<file path="config.mk">
export PLATFORM = sky130hd
export DESIGN_NAME = digit_roll_lock_sequencer
export DESIGN_NICKNAME = d
export VERILOG_FILES = /design/src/sv/drls_pkg.sv /design/src/sv/drls_csr.sv /design/src/sv/drls_in_stage.sv /design/src/sv/drls_core.sv /design/src/sv/drls_out_stage.sv /design/src/sv/digit_roll_lock_sequencer.sv
export SDC_FILE = /design/constraint.sdc
export NUM_CORES = 1
export LEC_CHECK = 0
export BUFFER_PORTS_ARGS = -buffer_cell sky130_fd_sc_hd__buf_2
export CORE_AREA = 5 5 209 211
export CTS_CLUSTER_DIAMETER = 60
export DETAILED_ROUTE_END_ITERATION = 10
export DIE_AREA = 0 0 214 216
export GPL_ROUTABILITY_DRIVEN = 0
export HOLD_SLACK_MARGIN = 0.02
export PLACE_DENSITY = 0.43
export SYNTH_ARGS = -nofsm -noshare
export SYNTH_HDL_FRONTEND = slang
export SYNTH_SLANG_ARGS = --single-unit
export TNS_END_PERCENT = 50
</file>
<file path="constraint.sdc">
create_clock -name clock -period 5.8 [get_ports clock]
set_input_delay 0.29 -clock clock [delete_from_list [all_inputs] [get_ports clock]]
set_output_delay 0.29 -clock clock [all_outputs]
set_load 0.05 [all_outputs]
</file>
<file path="src/sv/drls_pkg.sv">
// Shared types and constants for the digit roll-and-lock sequencer.
// Used by every module of the block; no dependencies.
package drls_pkg;

   localparam int LOCK_REGS    = 6;
   localparam int PACKED_TUBES = 6;
   localparam int CNT_W        = 16;

   localparam logic [3:0] BLANK_DIGIT = 4'd10;
   localparam logic [3:0] MAX_DIGIT   = 4'd9;

   localparam logic [2:0] OP_TICK  = 3'd0;
   localparam logic [2:0] OP_START = 3'd1;
   localparam logic [2:0] OP_DOT   = 3'd2;
   localparam logic [2:0] OP_CLEAR = 3'd3;
   localparam logic [2:0] OP_DIGIT = 3'd4;

   localparam logic [1:0] EV_NONE    = 2'd0;
   localparam logic [1:0] EV_ROLL    = 2'd1;
   localparam logic [1:0] EV_LOCK    = 2'd2;
   localparam logic [1:0] EV_SETTLED = 2'd3;

   localparam logic [2:0] CSR_ROLL_INTERVAL = 3'd0;
   localparam logic [2:0] CSR_LOCK_BASE     = 3'd1;

   localparam logic [CNT_W-1:0] ROLL_INTERVAL_RST = 16'd50;
   localparam logic [CNT_W-1:0] LOCK_INTERVAL_RST = 16'd1000;

   typedef struct packed {
      logic [2:0]  opcode;
      logic [2:0]  tube_index;
      logic        dot_on;
      logic [3:0]  digit_value;
      logic [23:0] random_digits;
   } item_type;

   typedef struct packed {
      logic [1:0]  event_code;
      logic        display_update;
      logic [23:0] shown_digits;
      logic [5:0]  shown_dots;
   } result_type;

   typedef struct packed {
      logic [CNT_W-1:0]                roll_interval;
      logic [LOCK_REGS-1:0][CNT_W-1:0] lock_interval;
   } cfg_type;

   typedef struct packed {
      logic       rolling;
      logic [2:0] lock_step;
   } status_type;

endpackage

</file>
<file path="src/sv/drls_csr.sv">
// Configuration registers: roll interval and the per-step lock intervals.
// Depends on drls_pkg.
module drls_csr
   import drls_pkg::*;
(
   input  logic        clock,
   input  logic        reset,
   input  logic        csr_we,
   input  logic [2:0]  csr_addr,
   input  logic [15:0] csr_wdata,
   output cfg_type     cfg
);

   cfg_type cfg_ff, cfg_in;
   logic [2:0] lock_idx;

   assign lock_idx = csr_addr - CSR_LOCK_BASE;

   always_comb begin
      cfg_in = cfg_ff;
      if (csr_we) begin
         if (csr_addr == CSR_ROLL_INTERVAL) begin
            cfg_in.roll_interval = csr_wdata;
         end else if (csr_addr >= CSR_LOCK_BASE &&
                      {1'b0, csr_addr} < 4'(int'(CSR_LOCK_BASE) + LOCK_REGS)) begin
            cfg_in.lock_interval[lock_idx] = csr_wdata;
         end
      end
   end

   always_ff @(posedge clock) begin
      if (reset) begin
         cfg_ff.roll_interval <= ROLL_INTERVAL_RST;
         for (int i = 0; i < LOCK_REGS; i++) begin
            cfg_ff.lock_interval[i] <= LOCK_INTERVAL_RST;
         end
      end else begin
         cfg_ff <= cfg_in;
      end
   end

   assign cfg = cfg_ff;

endmodule

</file>
<file path="src/sv/drls_in_stage.sv">
// Input register: captures one request transfer and holds it for the core.
// Depends on drls_pkg.
module drls_in_stage
   import drls_pkg::*;
(
   input  logic        clock,
   input  logic        reset,
   input  logic        req_tvalid,
   output logic        req_tready,
   input  logic [31:0] req_tdata,
   input  logic [2:0]  req_tuser,
   input  logic        pop,
   output logic        item_valid,
   output item_type    item
);

   logic     valid_ff, valid_in;
   item_type item_ff;
   logic     accept;

   assign req_tready = !valid_ff || pop;
   assign accept     = req_tvalid && req_tready;
   assign valid_in   = accept || (valid_ff && !pop);

   always_ff @(posedge clock) begin
      if (reset) begin
         valid_ff <= 1'b0;
      end else begin
         valid_ff <= valid_in;
      end
   end

   always_ff @(posedge clock) begin
      if (accept) begin
         item_ff.opcode        <= req_tuser;
         item_ff.tube_index    <= req_tdata[2:0];
         item_ff.dot_on        <= req_tdata[3];
         item_ff.digit_value   <= req_tdata[7:4];
         item_ff.random_digits <= req_tdata[31:8];
      end
   end

   assign item_valid = valid_ff;
   assign item       = item_ff;

endmodule

</file>
<file path="src/sv/drls_core.sv">
// Sequencer state and the single-pass logic that turns one item into a result.
// Depends on drls_pkg; configuration comes from drls_csr.
module drls_core
   import drls_pkg::*;
#(
   parameter int TUBE_COUNT = 6
)
(
   input  logic       clock,
   input  logic       reset,
   input  logic       fire,
   input  item_type   item,
   input  cfg_type    cfg,
   output result_type res,
   output status_type status
);

   localparam int SHOWN = (TUBE_COUNT < PACKED_TUBES) ? TUBE_COUNT : PACKED_TUBES;

   logic [TUBE_COUNT-1:0][3:0] true_ff, true_in;
   logic [TUBE_COUNT-1:0]      dots_ff, dots_in;
   logic [2:0]                 lock_step_ff, lock_step_in;
   logic                       rolling_ff, rolling_in;
   logic                       pending_ff, pending_in;
   logic [CNT_W-1:0]           roll_el_ff, roll_el_in;
   logic [CNT_W-1:0]           lock_el_ff, lock_el_in;

   logic [CNT_W-1:0] roll_sat, lock_sat, lock_limit;
   logic [2:0]       lock_sel, step_next;
   logic             settle;
   logic [3:0]       rnd_nib, digit_clamped;
   logic [23:0]      roll_view, true_view, blank_view;
   logic [5:0]       dot_view;

   assign roll_sat  = (roll_el_ff == '1) ? roll_el_ff : roll_el_ff + 1'b1;
   assign lock_sat  = (lock_el_ff == '1) ? lock_el_ff : lock_el_ff + 1'b1;
   assign lock_sel  = (lock_step_ff >= 3'(LOCK_REGS - 1)) ? 3'(LOCK_REGS - 1) : lock_step_ff;
   assign lock_limit = cfg.lock_interval[lock_sel];
   assign step_next = lock_step_ff + 3'd1;
   assign settle    = ({1'b0, step_next} >= 4'(TUBE_COUNT)) || (step_next == 3'd0);
   assign digit_clamped = (item.digit_value > BLANK_DIGIT) ? BLANK_DIGIT : item.digit_value;

   always_comb begin
      roll_view  = '0;
      true_view  = '0;
      blank_view = '0;
      dot_view   = '0;
      rnd_nib    = '0;
      for (int i = 0; i < SHOWN; i++) begin
         rnd_nib = item.random_digits[4*i +: 4];
         if (rnd_nib > MAX_DIGIT) begin
            rnd_nib = rnd_nib - BLANK_DIGIT;
         end
         roll_view[4*i +: 4]  = (3'(i) < lock_step_ff) ? true_ff[i] : rnd_nib;
         true_view[4*i +: 4]  = true_ff[i];
         blank_view[4*i +: 4] = BLANK_DIGIT;
         dot_view[i]          = dots_ff[i];
      end
   end

   always_comb begin
      true_in      = true_ff;
      dots_in      = dots_ff;
      lock_step_in = lock_step_ff;
      rolling_in   = rolling_ff;
      pending_in   = pending_ff;
      roll_el_in   = roll_el_ff;
      lock_el_in   = lock_el_ff;
      res          = '0;
      case (item.opcode)
         OP_TICK: begin
            roll_el_in = roll_sat;
            lock_el_in = lock_sat;
            if (rolling_ff) begin
               if (roll_sat >= cfg.roll_interval) begin
                  roll_el_in         = '0;
                  res.event_code     = EV_ROLL;
                  res.display_update = 1'b1;
                  res.shown_digits   = roll_view;
                  res.shown_dots     = dot_view;
               end
               if (lock_sat >= lock_limit) begin
                  lock_el_in   = '0;
                  pending_in   = 1'b1;
                  lock_step_in = step_next;
                  if (settle) begin
                     rolling_in     = 1'b0;
                     lock_step_in   = 3'd0;
                     res.event_code = EV_SETTLED;
                  end else begin
                     res.event_code = EV_LOCK;
                  end
               end
            end else if (pending_ff) begin
               pending_in         = 1'b0;
               res.display_update = 1'b1;
               res.shown_digits   = true_view;
               res.shown_dots     = dot_view;
            end
         end
         OP_START: begin
            lock_step_in = 3'd0;
            rolling_in   = 1'b1;
            roll_el_in   = '0;
            lock_el_in   = '0;
         end
         OP_DOT: begin
            for (int i = 0; i < TUBE_COUNT; i++) begin
               if (item.tube_index == 3'(i)) begin
                  dots_in[i] = item.dot_on;
                  pending_in = 1'b1;
               end
            end
         end
         OP_CLEAR: begin
            for (int i = 0; i < TUBE_COUNT; i++) begin
               true_in[i] = BLANK_DIGIT;
            end
            dots_in            = '0;
            res.display_update = 1'b1;
            res.shown_digits   = blank_view;
         end
         OP_DIGIT: begin
            for (int i = 0; i < TUBE_COUNT; i++) begin
               if (item.tube_index == 3'(i)) begin
                  true_in[i] = digit_clamped;
                  pending_in = 1'b1;
               end
            end
         end
         default: begin
         end
      endcase
   end

   always_ff @(posedge clock) begin
      if (reset) begin
         for (int i = 0; i < TUBE_COUNT; i++) begin
            true_ff[i] <= BLANK_DIGIT;
         end
         dots_ff      <= '0;
         lock_step_ff <= 3'd0;
         rolling_ff   <= 1'b0;
         pending_ff   <= 1'b0;
         roll_el_ff   <= '0;
         lock_el_ff   <= '0;
      end else if (fire) begin
         true_ff      <= true_in;
         dots_ff      <= dots_in;
         lock_step_ff <= lock_step_in;
         rolling_ff   <= rolling_in;
         pending_ff   <= pending_in;
         roll_el_ff   <= roll_el_in;
         lock_el_ff   <= lock_el_in;
      end
   end

   assign status.rolling   = rolling_ff;
   assign status.lock_step = lock_step_ff;

endmodule

</file>
<file path="src/sv/drls_out_stage.sv">
// Result register: holds one result until the response transfer completes.
// Depends on drls_pkg.
module drls_out_stage
   import drls_pkg::*;
(
   input  logic        clock,
   input  logic        reset,
   input  logic        load,
   input  result_type  res,
   output logic        can_load,
   output logic        rsp_tvalid,
   input  logic        rsp_tready,
   output logic [31:0] rsp_tdata,
   output logic [2:0]  rsp_tuser
);

   logic       valid_ff, valid_in;
   result_type res_ff;

   assign can_load = !valid_ff || rsp_tready;
   assign valid_in = load || (valid_ff && !rsp_tready);

   always_ff @(posedge clock) begin
      if (reset) begin
         valid_ff <= 1'b0;
      end else begin
         valid_ff <= valid_in;
      end
   end

   always_ff @(posedge clock) begin
      if (load) begin
         res_ff <= res;
      end
   end

   assign rsp_tvalid = valid_ff;
   assign rsp_tdata  = {2'b00, res_ff.shown_dots, res_ff.shown_digits};
   assign rsp_tuser  = {res_ff.display_update, res_ff.event_code};

endmodule

</file>
<file path="src/sv/digit_roll_lock_sequencer.sv">
// Top level of the digit roll-and-lock sequencer.
// Depends on drls_pkg, drls_csr, drls_in_stage, drls_core, drls_out_stage.
//
// Takes one item per clock while the result side keeps draining, and returns
// exactly one result per item. Every item passes an input register, one pass of
// the sequencer logic and a result register; an item waits in the input register
// until the result register can load, and its result is held until the response
// transfer completes. Tick items advance the elapsed counters; roll and lock
// events come from comparing them with the interval registers. The user must
// write intervals on the csr port only while no item is in flight; the block does
// not enforce this. Index 0 is the roll interval, 1 to 6 the lock intervals.
module digit_roll_lock_sequencer
   import drls_pkg::*;
#(
   parameter int TUBE_COUNT = 6
)
(
   input  logic        clock,
   input  logic        reset,
   input  logic        req_tvalid,
   output logic        req_tready,
   input  logic [31:0] req_tdata,   // tube_index[2:0], dot_on[3], digit_value[7:4],
                                    // random_digits[31:8]
   input  logic [2:0]  req_tuser,   // opcode[2:0]
   output logic        rsp_tvalid,
   input  logic        rsp_tready,
   output logic [31:0] rsp_tdata,   // shown_digits[23:0], shown_dots[29:24], zero[31:30]
   output logic [2:0]  rsp_tuser,   // event_code[1:0], display_update[2]
   input  logic        csr_we,
   input  logic [2:0]  csr_addr,
   input  logic [15:0] csr_wdata
);

   cfg_type    cfg;
   item_type   item;
   result_type res;
   status_type status;
   logic       item_valid, can_load, fire;

   assign fire = item_valid && can_load;

   drls_csr u_csr (
      .clock     (clock),
      .reset     (reset),
      .csr_we    (csr_we),
      .csr_addr  (csr_addr),
      .csr_wdata (csr_wdata),
      .cfg       (cfg)
   );

   drls_in_stage u_in (
      .clock      (clock),
      .reset      (reset),
      .req_tvalid (req_tvalid),
      .req_tready (req_tready),
      .req_tdata  (req_tdata),
      .req_tuser  (req_tuser),
      .pop        (fire),
      .item_valid (item_valid),
      .item       (item)
   );

   drls_core #(
      .TUBE_COUNT (TUBE_COUNT)
   ) u_core (
      .clock  (clock),
      .reset  (reset),
      .fire   (fire),
      .item   (item),
      .cfg    (cfg),
      .res    (res),
      .status (status)
   );

   drls_out_stage u_out (
      .clock      (clock),
      .reset      (reset),
      .load       (fire),
      .res        (res),
      .can_load   (can_load),
      .rsp_tvalid (rsp_tvalid),
      .rsp_tready (rsp_tready),
      .rsp_tdata  (rsp_tdata),
      .rsp_tuser  (rsp_tuser)
   );

   a_idle_step_zero : assert property (@(posedge clock) disable iff (reset)
      !status.rolling |-> status.lock_step == 3'd0)
      else $error("lock step nonzero while idle");

   a_step_in_range : assert property (@(posedge clock) disable iff (reset)
      {1'b0, status.lock_step} < 4'(TUBE_COUNT))
      else $error("lock step beyond tube count");

   a_no_push_no_data : assert property (@(posedge clock) disable iff (reset)
      rsp_tvalid && !rsp_tuser[2] |-> rsp_tdata == 32'd0)
      else $error("display data without update");

   a_roll_pushes : assert property (@(posedge clock) disable iff (reset)
      rsp_tvalid && rsp_tuser[1:0] == EV_ROLL |-> rsp_tuser[2])
      else $error("roll event without display update");

endmodule

</file>
==> results.cfg <==
[worst_setup_path]
cp.required_ns = 6.11
ff2ff_setup_slack_ns = 1.04
setup.worst_path.end_class = flip-flop
r2r_end = u_out.rsp_tdata[13]$_SDFFCE_PN0P_
r2r_cells = 13
cp.arrival_ns = 5.07
path_max_fanout = 13
r2r-start = u_core.roll_el_ff[7]$_SDFFE_PP0P_
criticalPathCategory = flip-flop to flip-flop
start_kind = flip-flop

[routing]
drtIter0Drc = 592
drc = 0
vias = 9478
wirelength_um = 34510
viasPerCell = 4.868
first_pass_iters = 5
post_drt_wl_per_cell_um = 17.73
ant_nets = 0

[clock_tree]
cts_hold_buf = 40
clk_transition_reported_paths_ns = 0.06
clock_path_buffers = 3
cts_root_buffer = clkbuf_16
cts_tree = done
ctsResizeCount = 0
cts_sinks = 249
clk_latency_ns = 0.56
cts_setup_buffers = 0
cts_buffers = 31
htreeDepth = 1

[grt]
overflow = 0
grt_use_total_pct = 14.48
grt_max_degree = 88
grt_pass1_wl_um = 54160
grt_pass1_vias = 9297
antenna_found_initial = 0

[cells_and_area]
layout_common_cells = 226 x nand2_1, 181 x dfxtp_1, 103 x nor2_1, 103 x a21oi_1, 92 x buf_2
final_common_cell = nand2_1
area_delta_synth_final_pct = 19.96
antenna_cells = 0
drive_above_1_share_pct = 13.57
fin_nets = 1491
final_util_pct = 34.23

[yosys]
synth_edf_count = 68
async_reset_ff_share_pct = 0
seq_area_frac_synth_pct = 47.76
ys_top_cells_by_area = dfxtp_1 31%, edfxtp_1 17%, nand2_1 7.2%
ys_seq_elements = 249
syn_avg_cell_area_um2 = 9.363
synth.largest_area_cell = dfxtp_1
ys.flop_type = dfxtp_1
synth_warnings = 0
netlist_instances = 1267
yosysUniqueCellTypes = 69
netlist.area_leader.share_pct = 30.55
synthesis.area_mm2 = 0.01186

[timing]
skew_ns = 0.01840
holdWs_ns = 0.04046
fmax_ghz = 0.2100
setup_ws_ns = 1.038
min_period_ns = 4.762
rsz0062_at_grt = no
relSlewSlack_pct = 25.13
finalCritPeriodShare_pct = 82.10
slew_viol_final = 0
setup_viol = 0
setup-tns-final_ns = 0
finalHoldViolCount = 0
worst_slew_pin_slew_ns = 1.120

[place]
dp_hpwl_um = 23870
portBuffers = 93
dp_slack_ns = 1.049

[pwr]
leakagePower_nw = 5.912
powerDensity_mw_per_mm2 = 281.5
peakVddDrop_mv = 0.2002

[floorplan]
initial_core_util_pct = 28.54
dieWidth_um = 214
die_h_um = 216
core_mm2 = 0.04157
rows = 75
io_pins = 96
design.die.area_mm2 = 0.04622

[min_path]
hp-class = input port to flip-flop
hold_path.startpoint = csr_wdata[6]
min_path_cells = 3
min_to = u_csr.cfg[102]$_SDFFE_PP0P_

[outcome]
outcome = complete, no violations

[flow_run]
max-cap-violations = 0
worst max-delay path, cell delays in order, from the launching register on:
cell      delay, ns
dfxtp_1        0.45
nand3_1        0.18
or2_2          0.37
nor3_1         0.48
nand3_1        0.16
mux2_2         0.31
ha_1           0.29
a21oi_1        0.15
o21ai_1        0.11
a2111o_1       0.41
o32ai_2        0.52
nor2_1         0.42
a21o_1         0.32
a221o_1        0.34
cells by family after synthesis:
kind of cell               count (synthesis)  share of synthesized area (%)
other                                      1                        0.03161
buffers and inverters                    112                          3.776
muxes                                     81                          8.575
xor gates and xnor gates                  25                          1.846
adders and majority gates                 46                          4.852
AOI/OAI and AO/OA                        280                          15.21
and+or+nand+nor                          473                          17.95
DFF                                      249                          47.76
stage by stage:
step                      cells  cell area, µm²  total power, mW
after global placement     1852           12860            2.197
after detailed placement   1852           12860            2.199
after CTS                  1947           14230            4.072
final                      1947           14230            4.006
after floorplan            1268           11870            2.092
after global routing       1947           14230            4.182
synthesized netlist by cell type, drive strengths merged, types with 15 or more instances:
cell / instances
nand2: 226
dfxtp: 181
nor2: 106
a21oi: 103
edfxtp: 68
mux2i: 60
o21ai: 55
inv: 48
ha: 46
clkbuf: 45
nand3: 38
o211ai: 27
xnor2: 20
buf: 17
and3: 16
mux4: 16
nand3b: 15
sequential cells by signal (all words and copies together) (netlist names):
signal,flops
u_core.true_ff,24
u_core.rolling_ff,1
u_in.item,35
u_csr.cfg,112
u_in.item_valid,1
u_core.lock_el_ff,16
u_out.rsp_tvalid,1
u_core.pending_ff,1
u_out.rsp_tdata,30
u_out.rsp_tuser,3
u_core.roll_el_ff,16
u_core.dot_view,6
u_core.lock_step_ff,3
where the power goes:
part	internal, mW	switching (mW)	total [mW]	leakage (nW)
registers	1.84	0.0356	1.88	2.12
clock network	1.09	0.736	1.83	0.471
logic	0.110	0.193	0.303	3.32
total	3.04	0.965	4.01	5.91
how the worst max path moves through the flow:
| stage | start | to | slack, ns | cells after the start |
|---|---|---|---|---|
| finish | u_core.roll_el_ff[7]$_SDFFE_PP0P_ | u_out.rsp_tdata[13]$_SDFFCE_PN0P_ | 1.04 | 13 |
| global route | u_core.roll_el_ff[0]$_SDFFE_PP0P_ | u_out.rsp_tdata[13]$_SDFFCE_PN0P_ | 0.65 | 13 |
| CTS | u_core.roll_el_ff[0]$_SDFFE_PP0P_ | u_out.rsp_tdata[3]$_SDFFCE_PN0P_ | 1.01 | 14 |
| detailed placement | u_core.roll_el_ff[0]$_SDFFE_PP0P_ | u_out.rsp_tdata[3]$_SDFFCE_PN0P_ | 1.05 | 14 |
| global placement | u_core.roll_el_ff[0]$_SDFFE_PP0P_ | u_out.rsp_tdata[13]$_SDFFCE_PN0P_ | 1.21 | 14 |
| floorplan | u_core.lock_step_ff[1]$_SDFFE_PP0P_ | u_core.lock_step_ff[1]$_SDFFE_PP0P_ | 1.32 | 18 |
area by class of cell:
cell class	count	area, µm²
Clock buffer	42	877.1
Clock inverter	13	92.59
Fill cell	4218	27340
Inverter	50	187.7
Multi-Input combinational cell	907	5759
Sequential cell	249	5665
Tap cell	539	674.4
Timing Repair Buffer	147	973.4
metal layers:
layer	track usage (%)	share of wire, %
met5	0	0
met4	3.157	1.5
met3	1.654	3.6
met2	23.92	46
met1	20.57	49
Power figures use the tool's default switching activity.
